<file path="src/rtl/core/llg_pkg.sv">
// ============================================================================
// llg_pkg: shared types and constants for the list label generator
// Format codes, ASCII constants, modulo-999 reciprocal, inter-stage payloads.
// ============================================================================
package llg_pkg;

  // Supported format characters (16-bit codes)
  localparam logic [15:0] CODE_DEC      = 16'h0064;  // 'd'
  localparam logic [15:0] CODE_ALPHA_UP = 16'h0041;  // 'A'
  localparam logic [15:0] CODE_ALPHA_LO = 16'h0061;  // 'a'
  localparam logic [15:0] CODE_ROMAN_UP = 16'h0052;  // 'R'
  localparam logic [15:0] CODE_ROMAN_LO = 16'h0072;  // 'r'

  // Label characters
  localparam logic [6:0] ASC_ZERO = 7'h30;
  localparam logic [6:0] ASC_DOT  = 7'h2E;
  localparam logic [6:0] ASC_UP_A = 7'h41;
  localparam logic [6:0] ASC_LO_A = 7'h61;
  localparam logic [6:0] CASE_BIT = 7'h20;

  // Index wrap and its reciprocal: 2^36 = 999 * RECIP + 1
  localparam int          WRAP        = 999;
  localparam int          RECIP_W     = 27;
  localparam logic [RECIP_W-1:0] RECIP = 27'd68788265;
  localparam int          RECIP_SHIFT = 36;
  localparam int          IDX_W       = 32;
  localparam int          PROD_W      = IDX_W + RECIP_W;
  localparam int          QUOT_W      = PROD_W - RECIP_SHIFT;
  localparam int          N_W         = 10;   // n in 1..999
  localparam int          REM_W       = 11;   // raw remainder below 2*999

  typedef enum logic [2:0] {
    FMT_DEC,
    FMT_ALPHA_UP,
    FMT_ALPHA_LO,
    FMT_ROMAN_UP,
    FMT_ROMAN_LO,
    FMT_BAD
  } fmt_t;

  // Reduced index with decoded format
  typedef struct packed {
    logic [N_W-1:0] n;
    fmt_t           fmt;
  } idx_t;

  // One label segment: up to four characters, first in chars[0]
  typedef struct packed {
    logic [2:0]      len;
    logic [3:0][6:0] chars;
  } seg_t;

  // Whole label: three segments, then the closing dot
  typedef struct packed {
    logic            bad;
    seg_t [2:0]      segs;
  } label_t;

  function automatic fmt_t decode_fmt(input logic [15:0] code);
    fmt_t f;
    unique case (code)
      CODE_DEC:      f = FMT_DEC;
      CODE_ALPHA_UP: f = FMT_ALPHA_UP;
      CODE_ALPHA_LO: f = FMT_ALPHA_LO;
      CODE_ROMAN_UP: f = FMT_ROMAN_UP;
      CODE_ROMAN_LO: f = FMT_ROMAN_LO;
      default:       f = FMT_BAD;
    endcase
    return f;
  endfunction

endpackage

</file>
<file path="src/rtl/core/llg_mod999.sv">
// ============================================================================
// llg_mod999: three-stage index reduction
// Computes n = (item_number mod 999) + 1 by reciprocal multiply and a single
// correction step; decodes the format code alongside.
// ============================================================================
module llg_mod999 (
  input  logic                            clk,
  input  logic                            rst,
  input  logic                            in_valid,
  output logic                            in_ready,
  input  logic [llg_pkg::IDX_W-1:0]       item_number,
  input  logic [15:0]                     format_code,
  output logic                            out_valid,
  input  logic                            out_ready,
  output llg_pkg::idx_t                   out_data
);

  localparam int RW = llg_pkg::REM_W;
  localparam int PW = llg_pkg::PROD_W;
  localparam int QW = llg_pkg::QUOT_W;
  localparam int MW = QW + llg_pkg::N_W;

  logic                 s1_v, s2_v, s3_v;
  logic                 rdy1, rdy2, rdy3;
  logic [PW-1:0]        s1_prod;
  logic [RW-1:0]        s1_xlo, s2_xlo, s2_qm_lo;
  llg_pkg::fmt_t        s1_fmt, s2_fmt, s3_fmt;
  logic [llg_pkg::N_W-1:0] s3_n;

  logic [MW-1:0]        qm_full;
  logic [RW-1:0]        r_raw, r_fix;

  // Stall chain
  assign rdy3     = !s3_v || out_ready;
  assign rdy2     = !s2_v || rdy3;
  assign rdy1     = !s1_v || rdy2;
  assign in_ready = rdy1;

  // Quotient estimate times 999, and the corrected remainder
  assign qm_full = MW'(s1_prod[PW-1:llg_pkg::RECIP_SHIFT]) * MW'(llg_pkg::WRAP);
  assign r_raw   = s2_xlo - s2_qm_lo;
  assign r_fix   = (r_raw >= RW'(llg_pkg::WRAP)) ? r_raw - RW'(llg_pkg::WRAP) : r_raw;

  // Valid bits
  always_ff @(posedge clk) begin
    if (rst) begin
      s1_v <= 1'b0;
      s2_v <= 1'b0;
      s3_v <= 1'b0;
    end else begin
      if (rdy1) s1_v <= in_valid;
      if (rdy2) s2_v <= s1_v;
      if (rdy3) s3_v <= s2_v;
    end
  end

  // Payload
  always_ff @(posedge clk) begin
    if (rdy1) begin
      s1_prod <= PW'(item_number) * PW'(llg_pkg::RECIP);
      s1_xlo  <= item_number[RW-1:0];
      s1_fmt  <= llg_pkg::decode_fmt(format_code);
    end
    if (rdy2) begin
      s2_qm_lo <= qm_full[RW-1:0];
      s2_xlo   <= s1_xlo;
      s2_fmt   <= s1_fmt;
    end
    if (rdy3) begin
      s3_n   <= r_fix[llg_pkg::N_W-1:0] + llg_pkg::N_W'(1);
      s3_fmt <= s2_fmt;
    end
  end

  assign out_valid    = s3_v;
  assign out_data.n   = s3_n;
  assign out_data.fmt = s3_fmt;

endmodule

</file>
<file path="src/rtl/core/llg_digits.sv">
// ============================================================================
// llg_digits: five-stage digit split and label segment build
// Splits n into decimal digits and bijective base-26 letters with constant
// reciprocal multiplies, then maps them to character segments.
// ============================================================================
module llg_digits (
  input  logic            clk,
  input  logic            rst,
  input  logic            in_valid,
  output logic            in_ready,
  input  llg_pkg::idx_t   in_data,
  output logic            out_valid,
  input  logic            out_ready,
  output llg_pkg::label_t out_label
);

  localparam int NW = llg_pkg::N_W;

  // Roman numeral part for one decimal digit, given the unit, five and ten
  function automatic llg_pkg::seg_t roman_part(input logic [3:0] dig,
                                               input logic [6:0] one,
                                               input logic [6:0] five,
                                               input logic [6:0] ten);
    llg_pkg::seg_t s;
    s = '0;
    case (dig)
      4'd1: begin s.len = 3'd1; s.chars[0] = one; end
      4'd2: begin s.len = 3'd2; s.chars[0] = one; s.chars[1] = one; end
      4'd3: begin
        s.len = 3'd3; s.chars[0] = one; s.chars[1] = one; s.chars[2] = one;
      end
      4'd4: begin s.len = 3'd2; s.chars[0] = one; s.chars[1] = five; end
      4'd5: begin s.len = 3'd1; s.chars[0] = five; end
      4'd6: begin s.len = 3'd2; s.chars[0] = five; s.chars[1] = one; end
      4'd7: begin
        s.len = 3'd3; s.chars[0] = five; s.chars[1] = one; s.chars[2] = one;
      end
      4'd8: begin
        s.len = 3'd4; s.chars[0] = five; s.chars[1] = one;
        s.chars[2] = one; s.chars[3] = one;
      end
      4'd9: begin s.len = 3'd2; s.chars[0] = one; s.chars[1] = ten; end
      default: s.len = 3'd0;
    endcase
    return s;
  endfunction

  logic v1, v2, v3, v4, v5;
  logic r1, r2, r3, r4, r5;

  // Stage payloads
  logic [NW-1:0]  d1_n, d1_d, d2_d, d3_d;
  logic [3:0]     d1_h, d2_h, d3_h, d4_h;
  logic [1:0]     d1_len, d2_len, d3_len, d4_len;
  llg_pkg::fmt_t  d1_fmt, d2_fmt, d3_fmt, d4_fmt;
  logic [6:0]     d2_rem, d3_rem;
  logic [4:0]     d2_a1, d3_a1, d4_a1, d4_a0;
  logic [3:0]     d3_t, d4_t, d4_o;
  llg_pkg::label_t d5_label;

  // Combinational per-stage terms
  logic [15:0]    nh;
  logic [1:0]     len_c;
  logic [NW-1:0]  d_c, h100, a26, d_diff;
  logic [21:0]    ad;
  logic [14:0]    rt;
  logic [6:0]     t10, o_diff;
  llg_pkg::label_t lab;

  assign r5       = !v5 || out_ready;
  assign r4       = !v4 || r5;
  assign r3       = !v3 || r4;
  assign r2       = !v2 || r3;
  assign r1       = !v1 || r2;
  assign in_ready = r1;

  // Stage 1: hundreds estimate, letter count and letter offset
  assign nh = 16'(in_data.n) * 16'd41;
  always_comb begin
    if (in_data.n <= NW'(26)) begin
      len_c = 2'd1;
      d_c   = in_data.n - NW'(1);
    end else if (in_data.n <= NW'(702)) begin
      len_c = 2'd2;
      d_c   = in_data.n - NW'(27);
    end else begin
      len_c = 2'd3;
      d_c   = in_data.n - NW'(703);
    end
  end

  // Stage 2 terms: remainder below 100, upper letter
  assign h100 = NW'(d1_h) * NW'(100);
  assign ad   = 22'(d1_d) * 22'd2521;

  // Stage 3 terms: tens digit, lower letter
  assign rt     = 15'(d2_rem) * 15'd205;
  assign a26    = NW'(d2_a1) * NW'(26);
  assign d_diff = d2_d - a26;

  // Stage 4 terms: ones digit
  assign t10    = 7'(d3_t) * 7'd10;
  assign o_diff = d3_rem - t10;

  // Stage 5: segment build
  always_comb begin
    logic [6:0] base;
    logic [3:0] o;
    lab  = '0;
    o    = d4_o;
    base = (d4_fmt == llg_pkg::FMT_ALPHA_UP) ? llg_pkg::ASC_UP_A : llg_pkg::ASC_LO_A;
    lab.bad = (d4_fmt == llg_pkg::FMT_BAD);
    case (d4_fmt) inside
      llg_pkg::FMT_DEC: begin
        lab.segs[0].len      = {2'b00, d4_h != 4'd0};
        lab.segs[0].chars[0] = llg_pkg::ASC_ZERO + 7'(d4_h);
        lab.segs[1].len      = {2'b00, (d4_h != 4'd0) || (d4_t != 4'd0)};
        lab.segs[1].chars[0] = llg_pkg::ASC_ZERO + 7'(d4_t);
        lab.segs[2].len      = 3'd1;
        lab.segs[2].chars[0] = llg_pkg::ASC_ZERO + 7'(o);
      end
      llg_pkg::FMT_ALPHA_UP, llg_pkg::FMT_ALPHA_LO: begin
        // Three-letter labels stay below 703 + 676, so the top letter is A
        lab.segs[0].len      = {2'b00, d4_len == 2'd3};
        lab.segs[0].chars[0] = base;
        lab.segs[1].len      = {2'b00, d4_len != 2'd1};
        lab.segs[1].chars[0] = base + 7'(d4_a1);
        lab.segs[2].len      = 3'd1;
        lab.segs[2].chars[0] = base + 7'(d4_a0);
      end
      llg_pkg::FMT_ROMAN_UP, llg_pkg::FMT_ROMAN_LO: begin
        lab.segs[0] = roman_part(d4_h, 7'h63, 7'h64, 7'h6D);  // c d m
        lab.segs[1] = roman_part(d4_t, 7'h78, 7'h6C, 7'h63);  // x l c
        lab.segs[2] = roman_part(o,    7'h69, 7'h76, 7'h78);  // i v x
        if (d4_fmt == llg_pkg::FMT_ROMAN_UP) begin
          for (int s = 0; s < 3; s++) begin
            for (int c = 0; c < 4; c++) begin
              lab.segs[s].chars[c] = lab.segs[s].chars[c] & ~llg_pkg::CASE_BIT;
            end
          end
        end
      end
      default: ;
    endcase
  end

  // Valid bits
  always_ff @(posedge clk) begin
    if (rst) begin
      v1 <= 1'b0;
      v2 <= 1'b0;
      v3 <= 1'b0;
      v4 <= 1'b0;
      v5 <= 1'b0;
    end else begin
      if (r1) v1 <= in_valid;
      if (r2) v2 <= v1;
      if (r3) v3 <= v2;
      if (r4) v4 <= v3;
      if (r5) v5 <= v4;
    end
  end

  // Payload
  always_ff @(posedge clk) begin
    if (r1) begin
      d1_n   <= in_data.n;
      d1_h   <= nh[15:12];
      d1_d   <= d_c;
      d1_len <= len_c;
      d1_fmt <= in_data.fmt;
    end
    if (r2) begin
      d2_rem <= 7'(d1_n - h100);
      d2_a1  <= ad[20:16];
      d2_h   <= d1_h;
      d2_d   <= d1_d;
      d2_len <= d1_len;
      d2_fmt <= d1_fmt;
    end
    if (r3) begin
      d3_t   <= rt[14:11];
      d3_a1  <= d2_a1;
      d3_d   <= d_diff;
      d3_rem <= d2_rem;
      d3_h   <= d2_h;
      d3_len <= d2_len;
      d3_fmt <= d2_fmt;
    end
    if (r4) begin
      d4_a0  <= d3_d[4:0];
      d4_a1  <= d3_a1;
      d4_o   <= o_diff[3:0];
      d4_t   <= d3_t;
      d4_h   <= d3_h;
      d4_len <= d3_len;
      d4_fmt <= d3_fmt;
    end
    if (r5) begin
      d5_label <= lab;
    end
  end

  assign out_valid = v5;
  assign out_label = d5_label;

endmodule

</file>
<file path="src/rtl/core/llg_serializer.sv">
// ============================================================================
// llg_serializer: label to character stream
// Holds one label and walks its segments, one character per transfer, with
// a registered output; the next label loads as the last character leaves.
// ============================================================================
module llg_serializer (
  input  logic            clk,
  input  logic            rst,
  input  logic            in_valid,
  output logic            in_ready,
  input  llg_pkg::label_t in_label,
  output logic            out_valid,
  input  logic            out_ready,
  output logic [6:0]      label_char,
  output logic            last_char,
  output logic            bad_format
);

  localparam logic [1:0] SEG_DOT = 2'd3;

  // First non-empty segment at or after start, else the dot
  function automatic logic [1:0] first_seg(input logic [2:0] start,
                                           input llg_pkg::seg_t [2:0] segs);
    logic [1:0] sel;
    logic       found;
    sel   = SEG_DOT;
    found = 1'b0;
    for (int i = 0; i < 3; i++) begin
      if (!found && (3'(i) >= start) && (segs[i].len != 3'd0)) begin
        sel   = 2'(i);
        found = 1'b1;
      end
    end
    return sel;
  endfunction

  logic            hold_v;
  llg_pkg::label_t hold;
  logic [1:0]      pos_seg, pos_ch;
  logic [1:0]      pos_seg_next, pos_ch_next;

  logic            emit;
  logic            cur_last;
  logic [6:0]      cur_char;

  assign emit     = hold_v && (!out_valid || out_ready);
  assign cur_last = hold.bad || (pos_seg == SEG_DOT);
  assign in_ready = !hold_v || (emit && cur_last);

  // Character at the current position
  always_comb begin
    if (hold.bad) begin
      cur_char = 7'd0;
    end else if (pos_seg == SEG_DOT) begin
      cur_char = llg_pkg::ASC_DOT;
    end else begin
      cur_char = hold.segs[pos_seg].chars[pos_ch];
    end
  end

  // Advance within a segment, or on to the next non-empty one
  always_comb begin
    pos_seg_next = pos_seg;
    pos_ch_next  = pos_ch;
    if (pos_seg != SEG_DOT) begin
      if (({1'b0, pos_ch} + 3'd1) < hold.segs[pos_seg].len) begin
        pos_ch_next = pos_ch + 2'd1;
      end else begin
        pos_seg_next = first_seg({1'b0, pos_seg} + 3'd1, hold.segs);
        pos_ch_next  = 2'd0;
      end
    end
  end

  // Control
  always_ff @(posedge clk) begin
    if (rst) begin
      hold_v    <= 1'b0;
      out_valid <= 1'b0;
    end else begin
      if (in_valid && in_ready) hold_v <= 1'b1;
      else if (emit && cur_last) hold_v <= 1'b0;
      if (emit) out_valid <= 1'b1;
      else if (out_ready) out_valid <= 1'b0;
    end
  end

  // Held label, position and output register
  always_ff @(posedge clk) begin
    if (in_valid && in_ready) begin
      hold    <= in_label;
      pos_seg <= first_seg(3'd0, in_label.segs);
      pos_ch  <= 2'd0;
    end else if (emit) begin
      pos_seg <= pos_seg_next;
      pos_ch  <= pos_ch_next;
    end
    if (emit) begin
      label_char <= cur_char;
      last_char  <= cur_last;
      bad_format <= hold.bad;
    end
  end

endmodule

</file>
<file path="src/rtl/core/list_label_generator_core.sv">
// ============================================================================
// list_label_generator_core: list item label generator
// Reduces an item index modulo 999 and streams its decimal, letter or Roman
// label one ASCII character per transfer, closed by a dot.
// ============================================================================
// Between the input transfer and out_valid lie the three reduction stages,
// the five digit stages, the serializer's held label and its output register.
// Throughput: one character per cycle while out_ready stays high; a label has
// 2 to 13 characters with its dot, 1 for a bad format. The 3 + 5 pipeline
// stages keep taking items while the serializer streams, until they fill.
// Reset: synchronous, clears all valid bits; no clearing pass is needed.
module list_label_generator_core (
  input  logic        clk,
  input  logic        rst,
  input  logic        in_valid,
  output logic        in_ready,
  input  logic [31:0] item_number,
  input  logic [15:0] format_code,
  output logic        out_valid,
  input  logic        out_ready,
  output logic [6:0]  label_char,
  output logic        last_char,
  output logic        bad_format
);

  logic            mod_valid, mod_ready;
  llg_pkg::idx_t   mod_data;
  logic            dig_valid, dig_ready;
  llg_pkg::label_t dig_label;

  // Index reduction
  llg_mod999 u_mod999 (
    .clk         (clk),
    .rst         (rst),
    .in_valid    (in_valid),
    .in_ready    (in_ready),
    .item_number (item_number),
    .format_code (format_code),
    .out_valid   (mod_valid),
    .out_ready   (mod_ready),
    .out_data    (mod_data)
  );

  // Digit split and segment build
  llg_digits u_digits (
    .clk       (clk),
    .rst       (rst),
    .in_valid  (mod_valid),
    .in_ready  (mod_ready),
    .in_data   (mod_data),
    .out_valid (dig_valid),
    .out_ready (dig_ready),
    .out_label (dig_label)
  );

  // Character stream
  llg_serializer u_serializer (
    .clk        (clk),
    .rst        (rst),
    .in_valid   (dig_valid),
    .in_ready   (dig_ready),
    .in_label   (dig_label),
    .out_valid  (out_valid),
    .out_ready  (out_ready),
    .label_char (label_char),
    .last_char  (last_char),
    .bad_format (bad_format)
  );

  // Reduced index always lands in 1..999
  a_n_range: assert property (@(posedge clk) disable iff (rst)
    mod_valid |-> (mod_data.n >= 10'd1) && (mod_data.n <= 10'd999))
    else $error("reduced index out of range");

  // A stalled label between pipeline and serializer holds
  a_label_hold: assert property (@(posedge clk) disable iff (rst)
    dig_valid && !dig_ready |=> dig_valid && $stable(dig_label))
    else $error("label changed while stalled");

  // Bad format gives a single zero character marked last
  a_bad_single: assert property (@(posedge clk) disable iff (rst)
    out_valid && bad_format |-> last_char && (label_char == 7'd0))
    else $error("bad format result malformed");

  // A good label always closes with the dot
  a_last_dot: assert property (@(posedge clk) disable iff (rst)
    out_valid && !bad_format && last_char |-> label_char == llg_pkg::ASC_DOT)
    else $error("label not closed by dot");

endmodule
</file>
<file path="config.mk">
export PLATFORM = sky130hd
export DESIGN_NAME = list_label_generator_core
export DESIGN_NICKNAME = d
export VERILOG_FILES = /design/src/rtl/core/llg_pkg.sv /design/src/rtl/core/llg_mod999.sv /design/src/rtl/core/llg_digits.sv /design/src/rtl/core/llg_serializer.sv /design/src/rtl/core/list_label_generator_core.sv
export SDC_FILE = /design/constraint.sdc
export NUM_CORES = 1
export LEC_CHECK = 0
export ABC_AREA = 1
export BUFFER_PORTS_ARGS = -buffer_cell sky130_fd_sc_hd__buf_2
export CAP_MARGIN = 20
export CORE_ASPECT_RATIO = 1.75
export CORE_MARGIN = 2
export CORE_UTILIZATION = 45
export DETAILED_ROUTE_END_ITERATION = 6
export HOLD_SLACK_MARGIN = 0.02
export PLACE_DENSITY = 0.66
export SLEW_MARGIN = 20
export SYNTH_ARGS = -nofsm -noshare
export SYNTH_HDL_FRONTEND = slang
export SYNTH_SLANG_ARGS = --single-unit
</file>
<file path="constraint.sdc">
create_clock -name clk -period 15.6 [get_ports clk]
set_input_delay 3.12 -clock clk [delete_from_list [all_inputs] [get_ports clk]]
set_output_delay 3.12 -clock clk [all_outputs]
set_load 0.01 [all_outputs]
</file>
==> out/metrics.yaml, run 1 <==
status: "completed"
ys_ff_latch: 308
rsz0062_at_grt: "false"
min_period_ns: 9.69
clock_skew_ns: 0.0138
synth-simple-area-share_pct: 9.58
synthCells: 2554
syn_area_um2: 26900
endpoint_kind: "output port"
drtIter0Drc: 680
hold_path_class: "reg2reg"
tritoncts: "yes"
die_area_um2: 61900
rows: 118
critPathSlowestCell: "nand2_2"
cts.sinks: 308
numCtsBuffers: 29
ios: 63
fin_nets: 3404
dp_hpwl_um: 55600
fmax_mhz: 103
synth_top_family_by_area: "adder cells"
min_period_over_period_pct: 62.1
critPathRequiredTime_ns: 12.48
rr_worst_depth: 15
clock_latency_ns: 0.55
worst_slew_pin_slew_ns: 1.07
synth_xor_xnor_area_share_pct: 3.09
synth_compound_gate_area_share_pct: 5.83
wl_per_cell_um: 18.9
yosys_warnings: 0
synth_seq_area_share_pct: 33.9
syn-num-nets: 3315
cts_hold_buf: 0
first_global_vias: 20000
cp_common_cell: "nor2_2"
critPathKind: "in2out"
cts_root_buf: "clkbuf_16"
finalSetupTns_ns: 0
crit_start: "out_ready"
hold_end: "u_mod999.s3_fmt[0]$_DFFE_PP_"
clk_pin_slew_ns: 0.07
synth_flop_cell: "edfxtp_1"
drv_slew: 0
setup_viol: 0
cp_cell_sequence: "buf_2 > inv_1 > nand2_1 > a21oi_2 > inv_1 > nor2_1 > inv_2 > buf_4 > nor2_1 > inv_2 > nor2_2 > nand2_2 > nor2_2 > nand2_2 > nor2_2 > nand2_1 > buf_4 > buf_2"
finalHoldViolations: 0
port_buffers: 62
reg2reg_to: "u_digits.d2_a1[3]$_DFFE_PP_"
drive_above_1_share_pct: 6.19
reg2reg_slack_ns: 10.81
start_util_pct: 45.5
relSlewSlack_pct: 28.9
start_kind: "input pin"
ant_nets: 0
drc: 0
die_w_um: 189
path_delay_family: "simple AND/OR/NAND/NOR gates"
postCtsSetupRepairBufs: 0
fp.coreArea_um2: 59200
slowest_delay_ns: 0.40
postCtsResizedCells: 0
hold_depth: 0
async_flop_share_pct: 0
hold_path_startpoint: "u_mod999.s2_fmt[0]$_DFFE_PP_"
clockBufferDepth: 3
vias: 18000
vias_per_cell: 5.23
synthMuxAreaShare_pct: 0
cp.arrival_ns: 6.57
syn2layout_area_growth_pct: 8.56
syn_avg_cell_area_um2: 10.5
grt_start_max_net_pins: 63
cp_max_fo: 60
worst-path-buf-inv: 8
htree_num_levels: 1
die_h_um: 328
drv_cap: 0
antenna_found_initial: 1
diodes: 0
synthDistinctLibCells: 54
drt_pre_antenna_iters: 4
reg2reg_from: "u_digits.d1_d[4]$_DFFE_PP_"
grt.overflow.total: 0
drt_wl_total_um: 65100
grt_pass1_wl_um: 102000
synth_enable_flop_cells: 296
gp_congestion: 1.01
yosys.area_share.adder_pct: 39.4
grt.total_usage_pct: 21.6
-- layout by cell type (no fill, tap or decap), types with 6 or more instances in the layout --
master     synthesis  routed
nor3_1            22      22
nand2_1          268     268
a21o_1             7       7
xor2_1            60      60
a211oi_1           8       8
fa_1             233     233
dfxtp_1           12      12
nor2_2             8       8
o21ai_0           78      78
clkbuf_1          10       6
nor2_1           136     135
inv_1            568     568
clkbuf_16          0      29
buf_2              0      62
a21oi_1          112     112
edfxtp_1         296     296
a31oi_1           16      16
nor4_1             8       8
buf_4              0       6
nand2_2           19      19
xnor2_1           32      32
nand4_1           16      16
o21a_1             6       6
nand3_1           81      81
o211ai_1          13      13
ha_1             476     476
-- Yosys cell counts, types with 10 or more instances --
| library cell | number | share of area [%] |
|---|---|---|
| inv_1 | 568 | 7.9 |
| ha_1 | 476 | 22 |
| edfxtp_1 | 296 | 33 |
| nand2_1 | 268 | 3.7 |
| fa_1 | 233 | 17 |
| nor2_1 | 136 | 1.9 |
| a21oi_1 | 112 | 2.1 |
| nand3_1 | 81 | 1.5 |
| o21ai_0 | 78 | 1.4 |
| xor2_1 | 60 | 2.0 |
| xnor2_1 | 32 | 1.0 |
| nor3_1 | 22 | 0.41 |
| nand2_2 | 19 | 0.44 |
| a31oi_1 | 16 | 0.37 |
| nand4_1 | 16 | 0.37 |
| o211ai_1 | 13 | 0.36 |
| dfxtp_1 | 12 | 0.89 |
| clkbuf_1 | 10 | 0.14 |
-- worst register-to-register path, cell delays in order (launching register included) --
cell and delay, ns:
edfxtp_1 0.54, inv_1 0.17, fa_1 0.58, fa_1 0.45, fa_1 0.56, inv_1 0.06, fa_1 0.48, ha_1 0.31
ha_1 0.33, a21oi_1 0.14, o21ai_0 0.09, nand2_1 0.08, o2111ai_1 0.25, a211oi_1 0.28, nor2_1 0.07, xor2_1 0.15
-- worst max path at each step --
stage | endpoint | slack, ns | depth (start not counted)
CTS | in_ready | 5.83 | 18
global placement | in_ready | 5.93 | 18
finish | in_ready | 5.91 | 18
detailed placement | in_ready | 5.85 | 18
floorplan | in_ready | 6.42 | 14
global route | in_ready | 5.46 | 18
-- cell type report --
cell class              instances  area, µm²
inverters                     576       2160
multi-input cells            1659      15600
clock inverters                17        228
flip-flops and latches        308       9130
fillers                      5407      30000
repair buffers                 69        383
well taps                     780        976
clock buffers                  36        762
-- routing by layer --
layer | GRT usage, % | part of all wire (%) | up-vias
li1 | - | - | 8596
met1 | 18.0 | 30 | 8866
met2 | 46.9 | 61 | 352
met3 | 1.46 | 2.1 | 185
met4 | 12.7 | 6.7 | 2
met5 | 0 | 0.020 | -
-- flip-flops by register name (all words and copies together), names as in the netlist, 5 cells and up --
signal and flops:
u_digits.d1_d 10, u_digits.d1_n 7, u_digits.d2_a1 5, u_digits.d2_d 5, u_digits.d2_rem 7, u_digits.d3_a1 5, u_digits.d3_d 5, u_digits.d4_a0 5
u_digits.d4_a1 5, u_digits.out_label 58, u_mod999.s1_prod 11, u_mod999.s1_xlo 11, u_mod999.s2_qm_lo 11, u_mod999.s2_xlo 11, u_mod999.s3_n 10, u_serializer.hold 58
u_serializer.label_char 7
-- cell families (layout without fill, tap and decap cells) --
kind of cell | after synthesis | count (layout)
xor gates and xnor gates | 93 | 93
adders and majority gates | 709 | 709
and+or+nand+nor | 584 | 584
AOI/OAI and AO/OA | 273 | 273
buffers and inverters | 587 | 698
DFF | 308 | 308
-- metrics by stage --
stage | hold WS, ns | instance area (µm²) | cells | util, % | setup WS [ns]
after floorplan | 0.400 | 26900 | 2554 | - | 6.42
after global placement | 0.400 | 28200 | 3391 | 47.7 | 5.93
after detailed placement | 0.405 | 28200 | 3391 | 47.7 | 5.85
after CTS | 0.414 | 29200 | 3444 | 49.4 | 5.83
after global routing | 0.417 | 29300 | 3445 | 49.4 | 5.46
final | 0.410 | 29300 | 3445 | 49.4 | 5.91
Power of run 1 is left out: the tool's default activity adds up to more than one toggle a clock period on the data nets, which glitch-free logic cannot reach.
==> run 2, diff against run 1 <==
- clock period: 15.6 -> 9.05 ns (I/O delays scaled with it)
==> run 2 against run 1 <==
Critical path depth grew 3. Utilization shrank 0.17 points. Critical path type is now in2reg. Critical endpoint is now u_mod999.s1_prod[46]$_DFFE_PP_. Cell area shrank 0.34%. Largest cell class unchanged. Non-clock buffer count shrank 1. Via count is essentially flat. Clock-buffer cell count shrank 3.
==> out/metrics.yaml, run 2 (same netlist as run 1, synthesis figures left out) <==
clock_latency_ns: 0.58
rsz0062_at_grt: "false"
mostFrequentLayoutCell: "inv_1"
clockBufferDepth: 3
hold_end: "u_digits.d2_fmt[1]$_DFFE_PP_"
grt.total_usage_pct: 22.5
fin_nets: 3402
cts.sinks: 308
drv_cap: 0
numCtsBuffers: 28
die_area_um2: 61900
grt.overflow.total: 0
reg2reg_to: "u_digits.d2_a1[3]$_DFFE_PP_"
tritoncts: "yes"
grt_pass1_wl_um: 105000
met2_usage_pct: 48.6
fmax_mhz: 138
status: "completed"
cts_hold_buf: 0
grt_start_max_net_pins: 63
finalSetupTns_ns: 0
ant_nets: 0
hold_path_startpoint: "u_digits.d1_fmt[1]$_DFFE_PP_"
clk_pin_slew_ns: 0.07
post-route-util_pct: 49.2
setup_viol: 0
clock_skew_ns: 0.0419
cts_root_buf: "clkbuf_16"
met1_usage_pct: 18.5
reg2reg_from: "u_digits.d1_d[4]$_DFFE_PP_"
drive_above_1_share_pct: 6.08
vias_per_cell: 5.23
final_cell_mix: "inv_1, ha_1, edfxtp_1"
critPathKind: "in2reg"
fp.coreArea_um2: 59200
endpoint_kind: "flop"
grt_use_met3_pct: 1.43
syn2layout_area_growth_pct: 8.20
first_global_vias: 19900
drt_pre_antenna_iters: 5
rr_worst_depth: 15
relSlewSlack_pct: 24.1
critPathRequiredTime_ns: 9.33
postCtsResizedCells: 0
reg2reg_slack_ns: 4.23
start_util_pct: 45.5
vias: 18000
top_usage_layer: "met2"
drtIter0Drc: 861
crit_start: "item_number[20]"
drt_wl_total_um: 67700
cp.arrival_ns: 7.52
hold_depth: 0
rows: 118
start_kind: "input pin"
drv_slew: 0
htree_num_levels: 1
die_h_um: 328
worst_slew_pin_slew_ns: 1.13
port_buffers: 62
min_period_over_period_pct: 80.0
postCtsSetupRepairBufs: 0
holdWs_ns: 0.389
antenna_found_initial: 2
die_w_um: 189
drc: 0
cp_max_fo: 7
gp_congestion: 0.989
wl_per_cell_um: 19.7
dp_hpwl_um: 58600
finalHoldViolations: 0
fill_cells: 5373
hold_path_class: "reg2reg"
ios: 63
min_period_ns: 7.24
-- run 2: cell types whose count changed in the layout (fill, tap and decap cells not counted) --
cell,delta
buf_16,-1
bufinv_16,-2
clkbuf_1,-2
clkbuf_16,-1
clkinv_1,+3
clkinv_2,+1
clkinv_4,-2
clkinv_8,+1
clkinvlp_4,+2
diode_2,+1
inv_8,-1
-- run 2: layer usage --
| metal | vias to the layer above | wire (µm) |
|---|---|---|
| met5 | - | 0 |
| met4 | 0 | 5080 |
| met3 | 195 | 1560 |
| met2 | 399 | 40900 |
| met1 | 8835 | 20200 |
| li1 | 8582 | - |
-- run 2: how the worst max path moves through the flow --
stage / endpoint / slack (ns) / cells past startpoint
after CTS: u_mod999.s1_prod[46]$_DFFE_PP_ / 1.86 / 21
after global routing: u_mod999.s1_prod[45]$_DFFE_PP_ / 1.51 / 22
after global placement: u_mod999.s1_prod[45]$_DFFE_PP_ / 1.34 / 22
after floorplan: u_mod999.s1_prod[45]$_DFFE_PP_ / 1.99 / 21
final: u_mod999.s1_prod[46]$_DFFE_PP_ / 1.81 / 21
after detailed placement: u_mod999.s1_prod[46]$_DFFE_PP_ / 1.29 / 21
-- run 2: final cells by class --
type	instances	area, µm²	share of cell area (%)
well taps	780	976	3.35
clock buffers	33	729	2.50
repair buffers	68	355	1.22
flip-flops and latches	308	9130	31.3
inverters	576	2160	7.42
diodes	1	2.50	0.00858
clock inverters	19	186	0.639
multi-input cells	1659	15600	53.6
-- run 2: metrics by stage --
| step | area (µm²) | std cells | worst slack (ns) |
|---|---|---|---|
| 2_1_floorplan | 26900 | 2554 | 1.99 |
| 3_3_place_gp | 28200 | 3391 | 1.34 |
| 3_5_place_dp | 28200 | 3391 | 1.29 |
| 4_1_cts | 29200 | 3443 | 1.86 |
| 5_1_grt | 29200 | 3443 | 1.51 |
| 6_report | 29200 | 3444 | 1.81 |
-- run 2: critical path, cell delays in order --
cell and delay (ns):
buf_2 0.18, ha_1 0.33, inv_1 0.06, fa_1 0.49
inv_1 0.05, fa_1 0.52, fa_1 0.44, fa_1 0.53
fa_1 0.56, inv_1 0.06, fa_1 0.53, inv_1 0.05
ha_1 0.31, a21oi_1 0.19, nor2_1 0.06, nor2_1 0.26
o21ai_0 0.14, a21oi_1 0.16, nand3_1 0.33, a211oi_1 0.36
xor2_1 0.11
Power of run 2 is left out for the same reason.
==> run 3, diff against run 2 <==
- ABC_AREA: 1 -> 0
- PLACE_DENSITY: 0.66 -> 0.68
- clock period: 9.05 -> 6.1 ns (I/O delays scaled with it)
==> run 3 against run 2 <==
The flow now finishes with violations (negative setup slack). Non-clock buffer count grew 116. First-iteration DRC count shrank 35%. Clock skew is 0.028 ns lower. Wire length fell by 15%. Utilization increased by 2.6 points. Area after synthesis fell by 3.1%. Clock-buffer cell count is 1 lower. Sequential cell count is the same. Critical endpoint is now u_mod999.s1_prod[45]$_DFFE_PP_.
==> out/metrics.yaml, run 3 <==
clockBufferDepth: 3
wl_per_cell_um: 18.1
finalHoldViolations: 0
reg2reg_slack_ns: 0.97
vias_per_cell: 5.17
clock_skew_ns: 0.0137
die_w_um: 186
fmax_mhz: 162
cp.arrival_ns: 6.47
grt.total_usage_pct: 20.0
synth_flop_cell: "edfxtp_1"
hold_path_class: "reg2reg"
violations: "negative setup slack"
ant_nets: 0
antenna_found_initial: 0
rsz0062_at_grt: "true"
clk_pin_slew_ns: 0.07
syn_area_um2: 26100
synth_area_leaders: "edfxtp_1, ha_1, fa_1, inv_1, xnor2_1"
yosysTopAreaCell: "edfxtp_1"
numCtsBuffers: 27
rows: 116
start_util_pct: 45.5
drive_above_1_share_pct: 13.7
yosys_warnings: 0
synthDistinctLibCells: 71
grt_pass1_wl_um: 91600
gp_congestion: 0.893
drv_cap: 0
reg2reg_from: "u_digits.d1_d[4]$_DFFE_PP_"
critPathRequiredTime_ns: 6.40
setup.worst_path.end: "u_mod999.s1_prod[45]$_DFFE_PP_"
async_flop_share_pct: 0
drt_wl_total_um: 57800
cts_hold_buf: 0
synth_enable_flop_cells: 296
diodes: 0
mostFrequentLayoutCell: "ha_1"
cts.sinks: 308
ys_ff_latch: 308
tritoncts: "yes"
relSlewSlack_pct: 35.9
clock_latency_ns: 0.55
vias: 16500
fin_nets: 3161
synth_commonest_cells: "ha_1, inv_1, edfxtp_1"
drt_pre_antenna_iters: 5
first_global_vias: 18300
synthCells: 2218
rr_worst_depth: 18
htree_num_levels: 1
grt_start_max_net_pins: 59
synth_seq_area_share_pct: 35.0
dp_cells: 3126
final_cell_mix: "ha_1, inv_1, edfxtp_1"
ios: 63
drv_slew: 0
syn-num-nets: 2979
status: "complete, but fails checks"
crit_start: "item_number[13]"
port_buffers: 62
stdcell_count: 3188
worst_slew_pin_slew_ns: 0.961
min_period_over_period_pct: 101
critPathKind: "in2reg"
drtIter0Drc: 558
dp_hpwl_um: 49300
syn2layout_area_growth_pct: 13.9
holdWs_ns: 0.413
drc: 0
fin_ws_ns: -0.0658
endpoint_kind: "flop"
min_period_ns: 6.17
start_kind: "input pin"
syn_avg_cell_area_um2: 11.8
die_area_um2: 60000
cts_root_buf: "clkbuf_16"
grt.overflow.total: 0
fp.coreArea_um2: 57300
reg2reg_to: "u_digits.d2_a1[4]$_DFFE_PP_"
synth_top_area_share_pct: 34.0
synth_most_common_cell: "ha_1"
cp_max_fo: 4
setup_viol: 4
die_h_um: 323
==> run 3: cell count changes in the layout (fill, tap and decap cells not counted), sizes merged, moves of 35 or more <==
| cell | previous run | this run |
|---|---|---|
| nor2 | 146 | 99 |
| xnor2 | 32 | 78 |
| nand3 | 84 | 24 |
| nand2 | 291 | 54 |
| buf | 68 | 182 |
| inv | 574 | 444 |
| xor2 | 61 | 26 |
==> run 3: kinds of logic after synthesis <==
group	share of synthesized area, %
adders and majority gates	40.7
buffers and inverters	6.79
DFF	35.0
and+or+nand+nor	5.64
AOI/OAI and AO/OA	7.27
xor gates and xnor gates	3.49
muxes	1.17
==> run 3: how the worst min path moves through the flow <==
stage / start / endpoint / slack (ns) / depth (start not counted)
5_1_grt: u_digits.out_label[66]$_SDFFCE_PP1P_ / u_serializer.hold[66]$_DFFE_PP_ / 0.42 / 0
6_report: u_digits.out_label[1]$_DFFE_PP_ / u_serializer.hold[1]$_DFFE_PP_ / 0.41 / 0
3_3_place_gp: u_digits.out_label[4]$_SDFFCE_PP1P_ / u_serializer.hold[4]$_DFFE_PP_ / 0.40 / 0
2_1_floorplan: u_mod999.s3_fmt[0]$_DFFE_PP_ / u_digits.d1_fmt[0]$_DFFE_PP_ / 0.40 / 0
4_1_cts: u_digits.out_label[1]$_DFFE_PP_ / u_serializer.hold[1]$_DFFE_PP_ / 0.41 / 0
3_5_place_dp: u_digits.d2_h[2]$_DFFE_PP_ / u_digits.d3_h[2]$_DFFE_PP_ / 0.40 / 0
==> run 3: metrics by stage <==
step	utilization, %	instance area, µm²	setup TNS (ns)	setup slack [ns]
floorplan	-	26400	-0.630	-0.235
global placement	49.4	28300	-6.65	-0.759
detailed placement	49.4	28300	-7.62	-0.854
CTS	51.6	29600	-0.0483	-0.0352
global route	51.9	29700	-1.09	-0.214
finish	51.9	29700	-0.184	-0.0658
==> run 3: routing by layer <==
layer / part of all wire (%) / vias up / global-route usage (%)
met4: 7.4 / 0 / 13.1
met1: 31 / 8104 / 16.8
li1: - / 7905 / -
met2: 59 / 309 / 42.3
met3: 2.1 / 164 / 1.58
met5: 0 / - / 0
==> run 3: worst max-delay path: stages <==
cell and delay, ns:
buf_6 0.12, ha_4 0.27, inv_2 0.03, fa_1 0.47, inv_1 0.05, fa_1 0.45
fa_1 0.53, fa_1 0.43, fa_1 0.50, inv_1 0.05, fa_1 0.49, inv_2 0.04
ha_4 0.22, o21a_1 0.18, o21ai_2 0.15, nor3_2 0.07, a221oi_2 0.32, o21ai_2 0.11
a21oi_4 0.20, o21ai_2 0.08, o21ai_1 0.12, nand2b_1 0.10, buf_4 0.14, xor2_1 0.13
==> run 3: area by class of cell <==
cell class	count	area, µm²
repair buffers	184	1360
clock buffers	32	714
inverters	441	1660
well taps	767	960
multi-input cells	1438	15700
fillers	4900	27600
clock inverters	18	178
flip-flops and latches	308	9130
==> run 3: timing repair <==
action / in CTS / in global routing
hold endpoints to repair: 0 / 0
setup endpoints to repair: 8 / 9
pin swaps: 57 / 16
gates resized for setup: 62 / 28
buffers inserted: 8 / 3
Power of run 3 is left out for the same reason.
